<file path="config.mk">
export PLATFORM = sky130hd
export DESIGN_NAME = base64_stream_encoder_flat
export DESIGN_NICKNAME = d
export VERILOG_FILES = /design/src/hw/rtl/b64enc_pkg.sv /design/src/hw/rtl/b64enc_if.sv /design/src/hw/rtl/b64enc_front.sv /design/src/hw/rtl/b64enc_queue.sv /design/src/hw/rtl/b64enc_back.sv /design/src/hw/rtl/base64_stream_encoder.sv /design/src/flat_wrapper.sv
export SDC_FILE = /design/constraint.sdc
export NUM_CORES = 1
export LEC_CHECK = 0
export BUFFER_PORTS_ARGS = -buffer_cell sky130_fd_sc_hd__buf_2
export CAP_MARGIN = 15
export CORE_AREA = 3 3 105 107
export DETAILED_ROUTE_END_ITERATION = 8
export DIE_AREA = 0 0 108 110
export PLACE_DENSITY = 0.57
export SYNTH_ARGS = -nofsm -noshare
export SYNTH_HDL_FRONTEND = slang
export SYNTH_SLANG_ARGS = --single-unit
</file>
<file path="constraint.sdc">
create_clock -name clk -period 8.5 [get_ports clk]
set_clock_uncertainty 0.1 [all_clocks]
set_input_delay 0.85 -clock clk [delete_from_list [all_inputs] [get_ports clk]]
set_output_delay 0.85 -clock clk [all_outputs]
set_load 0.05 [all_outputs]
</file>
<file path="src/hw/rtl/b64enc_pkg.sv">
// Shared types, constants and the Base64 alphabet for the stream encoder.
package b64enc_pkg;

    localparam int QueueDepth = 2;

    localparam logic [6:0] PadChar   = 7'h3D;
    localparam logic [6:0] PlusChar  = 7'h2B;
    localparam logic [6:0] SlashChar = 7'h2F;
    localparam logic [5:0] SextetMask = 6'h3F;

    localparam logic KindData = 1'b0;
    localparam logic KindEnd  = 1'b1;

    // One group of up to three bytes, left aligned, with the number of '=' to emit.
    typedef struct packed {
        logic [23:0] bits;
        logic [1:0]  pad_cnt;
    } group_t;

    typedef struct packed {
        logic full;
        logic empty;
    } queue_stat_t;

    function automatic logic [6:0] b64_char(input logic [5:0] sextet);
        logic [6:0] s;
        logic [6:0] ch;
        s = {1'b0, sextet & SextetMask};
        case (s) inside
            [7'd0:7'd25]:  ch = 7'(7'd65 + s);
            [7'd26:7'd51]: ch = 7'(7'd97 + s - 7'd26);
            [7'd52:7'd61]: ch = 7'(7'd48 + s - 7'd52);
            7'd62:         ch = PlusChar;
            default:       ch = SlashChar;
        endcase
        return ch;
    endfunction

endpackage

</file>
<file path="src/hw/rtl/b64enc_if.sv">
// Valid/ready channels for input words and output characters.
interface b64enc_in_if;
    logic       valid;
    logic       ready;
    logic       kind;
    logic [7:0] data_byte;

    modport source (output valid, output kind, output data_byte, input ready);
    modport sink   (input valid, input kind, input data_byte, output ready);
endinterface

interface b64enc_out_if;
    logic       valid;
    logic       ready;
    logic [6:0] out_char;
    logic       run_last;

    modport source (output valid, output out_char, output run_last, input ready);
    modport sink   (input valid, input out_char, input run_last, output ready);
endinterface

</file>
<file path="src/hw/rtl/b64enc_front.sv">
// Front end: collects bytes into groups and queues complete or flushed groups.
module b64enc_front
    import b64enc_pkg::*;
(
    input  logic        clk,
    input  logic        rst_n,
    input  logic        in_valid,
    output logic        in_ready,
    input  logic        kind,
    input  logic [7:0]  data_byte,
    input  queue_stat_t q_stat,
    output logic        push,
    output group_t      push_group
);

    logic [15:0] pend_reg, pend_next;
    logic [1:0]  count_reg, count_next;
    logic        accept;
    logic        two_pending;

    assign in_ready    = !q_stat.full;
    assign accept      = in_valid && in_ready;
    // an out-of-range count acts as two pending bytes
    assign two_pending = (count_reg >= 2'd2);

    always_comb
    begin
        pend_next  = pend_reg;
        count_next = count_reg;
        push       = 1'b0;
        push_group = '{bits: {pend_reg, data_byte}, pad_cnt: 2'd0};
        if (accept)
        begin
            if (kind == KindData)
            begin
                if (!two_pending)
                begin
                    pend_next  = {pend_reg[7:0], data_byte};
                    count_next = 2'(count_reg + 2'd1);
                end
                else
                begin
                    push       = 1'b1;
                    pend_next  = '0;
                    count_next = '0;
                end
            end
            else
            begin
                if (two_pending)
                begin
                    push       = 1'b1;
                    push_group = '{bits: {pend_reg, 8'h00}, pad_cnt: 2'd1};
                end
                else if (count_reg == 2'd1)
                begin
                    push       = 1'b1;
                    push_group = '{bits: {pend_reg[7:0], 16'h0000}, pad_cnt: 2'd2};
                end
                pend_next  = '0;
                count_next = '0;
            end
        end
    end

    always_ff @(posedge clk or negedge rst_n)
    begin
        if (!rst_n)
        begin
            pend_reg  <= '0;
            count_reg <= '0;
        end
        else
        begin
            pend_reg  <= pend_next;
            count_reg <= count_next;
        end
    end

endmodule

</file>
<file path="src/hw/rtl/b64enc_queue.sv">
// Short group queue between front and back ends.
module b64enc_queue
    import b64enc_pkg::*;
#(
    parameter int Depth = QueueDepth
)
(
    input  logic        clk,
    input  logic        rst_n,
    input  logic        push,
    input  group_t      push_group,
    input  logic        pop,
    output group_t      head,
    output queue_stat_t stat
);

    localparam int PtrW = (Depth > 1) ? $clog2(Depth) : 1;
    localparam int CntW = $clog2(Depth + 1);

    group_t            store_reg [Depth];
    logic [PtrW-1:0]   wr_ptr_reg, rd_ptr_reg;
    logic [CntW-1:0]   cnt_reg, cnt_next;
    logic              do_push, do_pop;

    assign stat.full  = (cnt_reg == CntW'(Depth));
    assign stat.empty = (cnt_reg == '0);
    assign do_push    = push && !stat.full;
    assign do_pop     = pop && !stat.empty;
    assign head       = store_reg[rd_ptr_reg];

    always_comb
    begin
        cnt_next = cnt_reg;
        if (do_push && !do_pop)
            cnt_next = CntW'(cnt_reg + 1'b1);
        else if (do_pop && !do_push)
            cnt_next = CntW'(cnt_reg - 1'b1);
    end

    always_ff @(posedge clk)
    begin
        if (do_push)
            store_reg[wr_ptr_reg] <= push_group;
    end

    always_ff @(posedge clk or negedge rst_n)
    begin
        if (!rst_n)
        begin
            wr_ptr_reg <= '0;
            rd_ptr_reg <= '0;
            cnt_reg    <= '0;
        end
        else
        begin
            cnt_reg <= cnt_next;
            if (do_push)
                wr_ptr_reg <= (wr_ptr_reg == PtrW'(Depth - 1)) ? '0
                                                               : PtrW'(wr_ptr_reg + 1'b1);
            if (do_pop)
                rd_ptr_reg <= (rd_ptr_reg == PtrW'(Depth - 1)) ? '0
                                                               : PtrW'(rd_ptr_reg + 1'b1);
        end
    end

endmodule

</file>
<file path="src/hw/rtl/b64enc_back.sv">
// Back end: turns each queued group into four characters, one per cycle while the output is ready.
module b64enc_back
    import b64enc_pkg::*;
(
    input  logic        clk,
    input  logic        rst_n,
    input  group_t      head,
    input  queue_stat_t q_stat,
    output logic        pop,
    output logic        out_valid,
    input  logic        out_ready,
    output logic [6:0]  out_char,
    output logic        run_last
);

    logic [1:0] idx_reg;
    logic       valid_reg;
    logic [6:0] char_reg, char_next;
    logic       last_reg;
    logic       load;
    logic [5:0] sextet;
    logic       is_pad;

    assign load = !q_stat.empty && (!valid_reg || out_ready);
    // release the group as its fourth character is loaded into the output register
    assign pop  = load && (idx_reg == 2'd3);

    always_comb
    begin
        case (idx_reg)
            2'd0:    sextet = head.bits[23:18];
            2'd1:    sextet = head.bits[17:12];
            2'd2:    sextet = head.bits[11:6];
            default: sextet = head.bits[5:0];
        endcase
        is_pad    = ({1'b0, idx_reg} >= 3'(3'd4 - {1'b0, head.pad_cnt}));
        char_next = is_pad ? PadChar : b64_char(sextet);
    end

    always_ff @(posedge clk or negedge rst_n)
    begin
        if (!rst_n)
        begin
            idx_reg   <= '0;
            valid_reg <= 1'b0;
        end
        else
        begin
            if (load)
            begin
                valid_reg <= 1'b1;
                idx_reg   <= 2'(idx_reg + 2'd1);
            end
            else if (out_ready)
            begin
                valid_reg <= 1'b0;
            end
        end
    end

    always_ff @(posedge clk)
    begin
        if (load)
        begin
            char_reg <= char_next;
            last_reg <= (idx_reg == 2'd3);
        end
    end

    assign out_valid = valid_reg;
    assign out_char  = char_reg;
    assign run_last  = last_reg;

endmodule

</file>
<file path="src/hw/rtl/base64_stream_encoder.sv">
// Base64 stream encoder: byte words in, one character word out per cycle while ready.
// Path: the word that completes or flushes a group writes it into the group queue, and
// the back end then loads its four characters into the output register in order.
// Throughput: one input word per cycle while the group queue has room; the output
// runs at one character per cycle while result is ready, so 3 bytes give 4 characters.
// Reset (async, active low) clears the pending bytes, the queue and the output.
module base64_stream_encoder
    import b64enc_pkg::*;
#(
    parameter int QDepth = QueueDepth
)
(
    input  logic          clk,
    input  logic          rst_n,
    b64enc_in_if.sink     item,
    b64enc_out_if.source  result
);

    queue_stat_t q_stat;
    group_t      push_group;
    group_t      head;
    logic        push;
    logic        pop;

    b64enc_front u_front (
        .clk        (clk),
        .rst_n      (rst_n),
        .in_valid   (item.valid),
        .in_ready   (item.ready),
        .kind       (item.kind),
        .data_byte  (item.data_byte),
        .q_stat     (q_stat),
        .push       (push),
        .push_group (push_group)
    );

    b64enc_queue #(.Depth(QDepth)) u_queue (
        .clk        (clk),
        .rst_n      (rst_n),
        .push       (push),
        .push_group (push_group),
        .pop        (pop),
        .head       (head),
        .stat       (q_stat)
    );

    b64enc_back u_back (
        .clk       (clk),
        .rst_n     (rst_n),
        .head      (head),
        .q_stat    (q_stat),
        .pop       (pop),
        .out_valid (result.valid),
        .out_ready (result.ready),
        .out_char  (result.out_char),
        .run_last  (result.run_last)
    );

    a_no_push_when_full: assert property (@(posedge clk) disable iff (!rst_n)
        push |-> !q_stat.full)
        else $error("group pushed into a full queue");

    a_no_pop_when_empty: assert property (@(posedge clk) disable iff (!rst_n)
        pop |-> !q_stat.empty)
        else $error("group popped from an empty queue");

    a_pop_marks_last: assert property (@(posedge clk) disable iff (!rst_n)
        pop |=> (result.valid && result.run_last))
        else $error("group retired without a last character");

endmodule
</file>
<file path="src/flat_wrapper.sv">
// flat-port wrapper written by rule: the top's interface ports become plain ports
module base64_stream_encoder_flat import b64enc_pkg::*;
#(
    parameter int QDepth = QueueDepth
)
  (clk, rst_n, item_valid, item_kind, item_data_byte, item_ready, result_valid, result_out_char, result_run_last, result_ready);
  b64enc_in_if item_i ();
  b64enc_out_if result_i ();
  input  logic clk;
  input  logic rst_n;
  input wire logic [$bits(item_i.valid)-1:0] item_valid;
  input wire logic [$bits(item_i.kind)-1:0] item_kind;
  input wire logic [$bits(item_i.data_byte)-1:0] item_data_byte;
  output wire logic [$bits(item_i.ready)-1:0] item_ready;
  output wire logic [$bits(result_i.valid)-1:0] result_valid;
  output wire logic [$bits(result_i.out_char)-1:0] result_out_char;
  output wire logic [$bits(result_i.run_last)-1:0] result_run_last;
  input wire logic [$bits(result_i.ready)-1:0] result_ready;
  assign item_i.valid = item_valid;
  assign item_i.kind = item_kind;
  assign item_i.data_byte = item_data_byte;
  assign item_ready = item_i.ready;
  assign result_valid = result_i.valid;
  assign result_out_char = result_i.out_char;
  assign result_run_last = result_i.run_last;
  assign result_i.ready = result_ready;
  base64_stream_encoder #(.QDepth(QDepth)) u_core (.clk(clk), .rst_n(rst_n), .item(item_i), .result(result_i));
endmodule
</file>
==> results.ini <==
[route]
dr.pass1.iters = 4
avgRoutedWirePerCell_um = 15.6
vias = 2630
drcViolationCount = 0
drtIter0Drc = 187
ant_nets = 0
routed_via_density = 5.15
wl_um = 8000

[critical_path]
end_kind = flip-flop
worst-path-max-fanout = 12
slowest_delay_ns = 0.56
path_cells = inv_1 -> ha_1 -> a222oi_1 -> mux4_2 -> inv_1 -> ha_1 -> nor2_1 -> a31o_2 -> a31oi_1 -> nand2b_1 -> a21oi_1 -> o32ai_1
arrival_ns = 3.67
path_class = flip-flop to flip-flop
reg2reg_slack_ns = 4.83
cp-start-kind = flip-flop
critical_path.slowest_cell = mux4_2
cp.required_ns = 8.50

[grt]
grt-ovfl-total = 0
grt_max_degree = 27
grt_pass1_vias = 2612
grt.total_usage_pct = 14.8
grt_pass1_wl_um = 13500
antenna_found_initial = 0

[die]
num_rows = 37
initial_core_util_pct = 39.6
fp.dieW_um = 108
die_h_um = 110
io_pins = 23
design.die.area_um2 = 11900
coreArea_um2 = 10200

[power_and_ir_drop]
internal_power_mw = 1.07
p_sw_uw = 840
vdd_drop_max_mv = 0.181
p_seq_share_pct = 33.9
power.density_nw_per_um2 = 425
pwr-share-comb_pct = 51.3
clkPwrFrac_pct = 14.8
swShare_pct = 44.0
power.leakage_nw = 1.83

[timing]
clock.fmax_ghz = 0.272
whs_ns = 0.371
rsz0062_at_grt = no
setup_viol = 0
period_needed_ns = 3.67
final_hold_viol_count = 0
tightest_slew_ns = 0.739
relSlewSlack_pct = 50.1
tns_ns = 0
drv_slew = 0
fin_crit_sh_pct = 43.2

[synthesis]
yosysTopAreaCell = edfxtp_1
synth_top_area_share_pct = 44.5
ys_async_sr_fraction_pct = 29.4
ys_warn_count = 0
syn_area_per_cell_um2 = 11.7
synthFlopType = edfxtp_1
post_synth_inst_count = 346
synthesis.area_um2 = 4050
synth_seq_cells = 85
synth_edf_count = 60
synth_seq_area_share_pct = 59.9
ys_types = 56
synthTopCellsByArea = edfxtp_1 (44%), dfrtp_1 (15%), nand2_1 (6.9%), ha_1 (4.3%), and2_1 (3.1%)
syn_nets = 373

[placed_design]
dp.final_hpwl_um = 5830
gp_congestion = 0.811
portBuffers = 22

[clocking]
cts_made_buffers = 9
cts.path.max_buffers = 2
htree_num_levels = 3
cts_resized = 0
clkTransAtPathRegs_ns = 0.09
cts_hold_buf = 0
clk_latency_ns = 0.35
cts_setup_buffers = 0
root_buffer = clkbuf_8
cts_tree = built
cts_sinks = 85

[finish]
area_growth_pct = 10.9
post_route_cells_drive_above_1_share_pct = 14.9
finalNetCount = 398
num-fill-cells = 952
utilization_pct = 43.9
largest_reg_flops = 52
antennaDiodeCount = 0

[job]
maxCapViolCount = 0

[min_path]
hp-class = input pin to asynchronous set/reset pin

[run_status]
status = finished, final reports clean

-- cell usage after synthesis, types with 4 or more instances --
library cell  count
nand2_1          74
a21oi_1           6
dfrtp_1          25
mux2i_1           7
ha_1             14
o21ai_0           5
and2_1           20
xnor2_1           4
nand2b_1          5
inv_1            11
nand3_1          24
nor3_1            6
clkbuf_1          5
edfxtp_1         60
and3_1            4
nor2_1           13
a22oi_1           8
-- per-layer routing --
metal  up-vias  GRT usage, %  part of all wire (%)
met4         0          5.50                   1.6
met1      1251          20.1                    46
li1       1298             -                     -
met3        14          2.85                   4.1
met2        67          23.7                    48
met5         -             0                     0
-- worst max-delay path, delay by kind of cell (launching register included) --
family	cells	cell delay [ns]
adder cells (fa/ha/maj)	2	0.65
flip-flops	1	0.40
AO/OA/AOI/OAI	5	1.20
multiplexers	1	0.56
buffers and inverters	2	0.35
AND/OR/NAND/NOR	2	0.18
-- power groups by stage --
stage	Sequential (mW)	Clock, mW	Combinational, mW
5_1_grt	0.661	0.315	1.09
3_5_place_dp	0.658	0	0.968
3_3_place_gp	0.656	0	0.948
4_1_cts	0.649	0.294	0.972
6_report	0.647	0.283	0.981
2_1_floorplan	0.708	0	0.713
-- metrics by stage --
step                      std cells  cell area (um2)  worst slack (ns)  total power, mW
final                           511             4490              4.83             1.91
after global routing            511             4490              4.56             2.07
after CTS                       509             4480              4.82             1.91
after detailed placement        494             4290              4.83             1.63
after global placement          494             4290              4.90             1.60
after floorplan                 346             4050              4.08             1.42
-- path summary, 6_finish.rpt --
check / end / cells past startpoint / startpoint
min in group clk: u_core.u_front.pend_reg[14] / 2 / u_core.u_front.pend_reg[14]
min reg2reg: u_core.u_front.pend_reg[14] / 2 / u_core.u_front.pend_reg[14]
max reg2reg: u_core.u_back.out_char[2] / 12 / u_core.u_back.idx_reg[0]
min: u_core.u_front.pend_reg[1] / 1 / rst_n
max: u_core.u_back.out_char[2] / 12 / u_core.u_back.idx_reg[0]
max in group asynchronous: u_core.u_back.idx_reg[0] / 1 / rst_n
-- cell families after synthesis --
kind of cell / synth area share, %
flops: 59.9
buf+inv: 3.03
mux: 2.29
fa+ha+maj: 4.33
compound gates: 10.3
simple gates: 18.6
xor+xnor: 1.51
-- cell type report --
| cell class | count | area (um2) | area share (%) |
|---|---|---|---|
| flip-flops and latches | 85 | 2430 | 54.0 |
| multi-input cells | 235 | 1510 | 33.5 |
| well taps | 136 | 170 | 3.79 |
| repair buffers | 27 | 145 | 3.23 |
| clock buffers | 9 | 124 | 2.76 |
| clock inverters | 6 | 70.1 | 1.56 |
| inverters | 13 | 48.8 | 1.09 |
-- cells in the final DEF, fill, tap and decap left out, types with 2 or more instances in the layout --
master,instances
ha_1,14
xnor2_1,4
nor2_1,13
xor2_1,3
buf_2,23
and2_1,20
nand2_1,74
inv_6,2
a21oi_1,6
o221ai_1,2
inv_1,11
nor3_1,6
nand2b_1,5
mux2i_1,7
o311a_1,3
buf_4,4
and3_1,4
a222oi_1,2
edfxtp_1,60
clkbuf_8,9
a211oi_1,2
nand3_1,24
a22o_1,3
a31oi_1,3
dfrtp_1,25
a22oi_1,8
o21ai_0,5
Power figures use the tool's default switching activity.
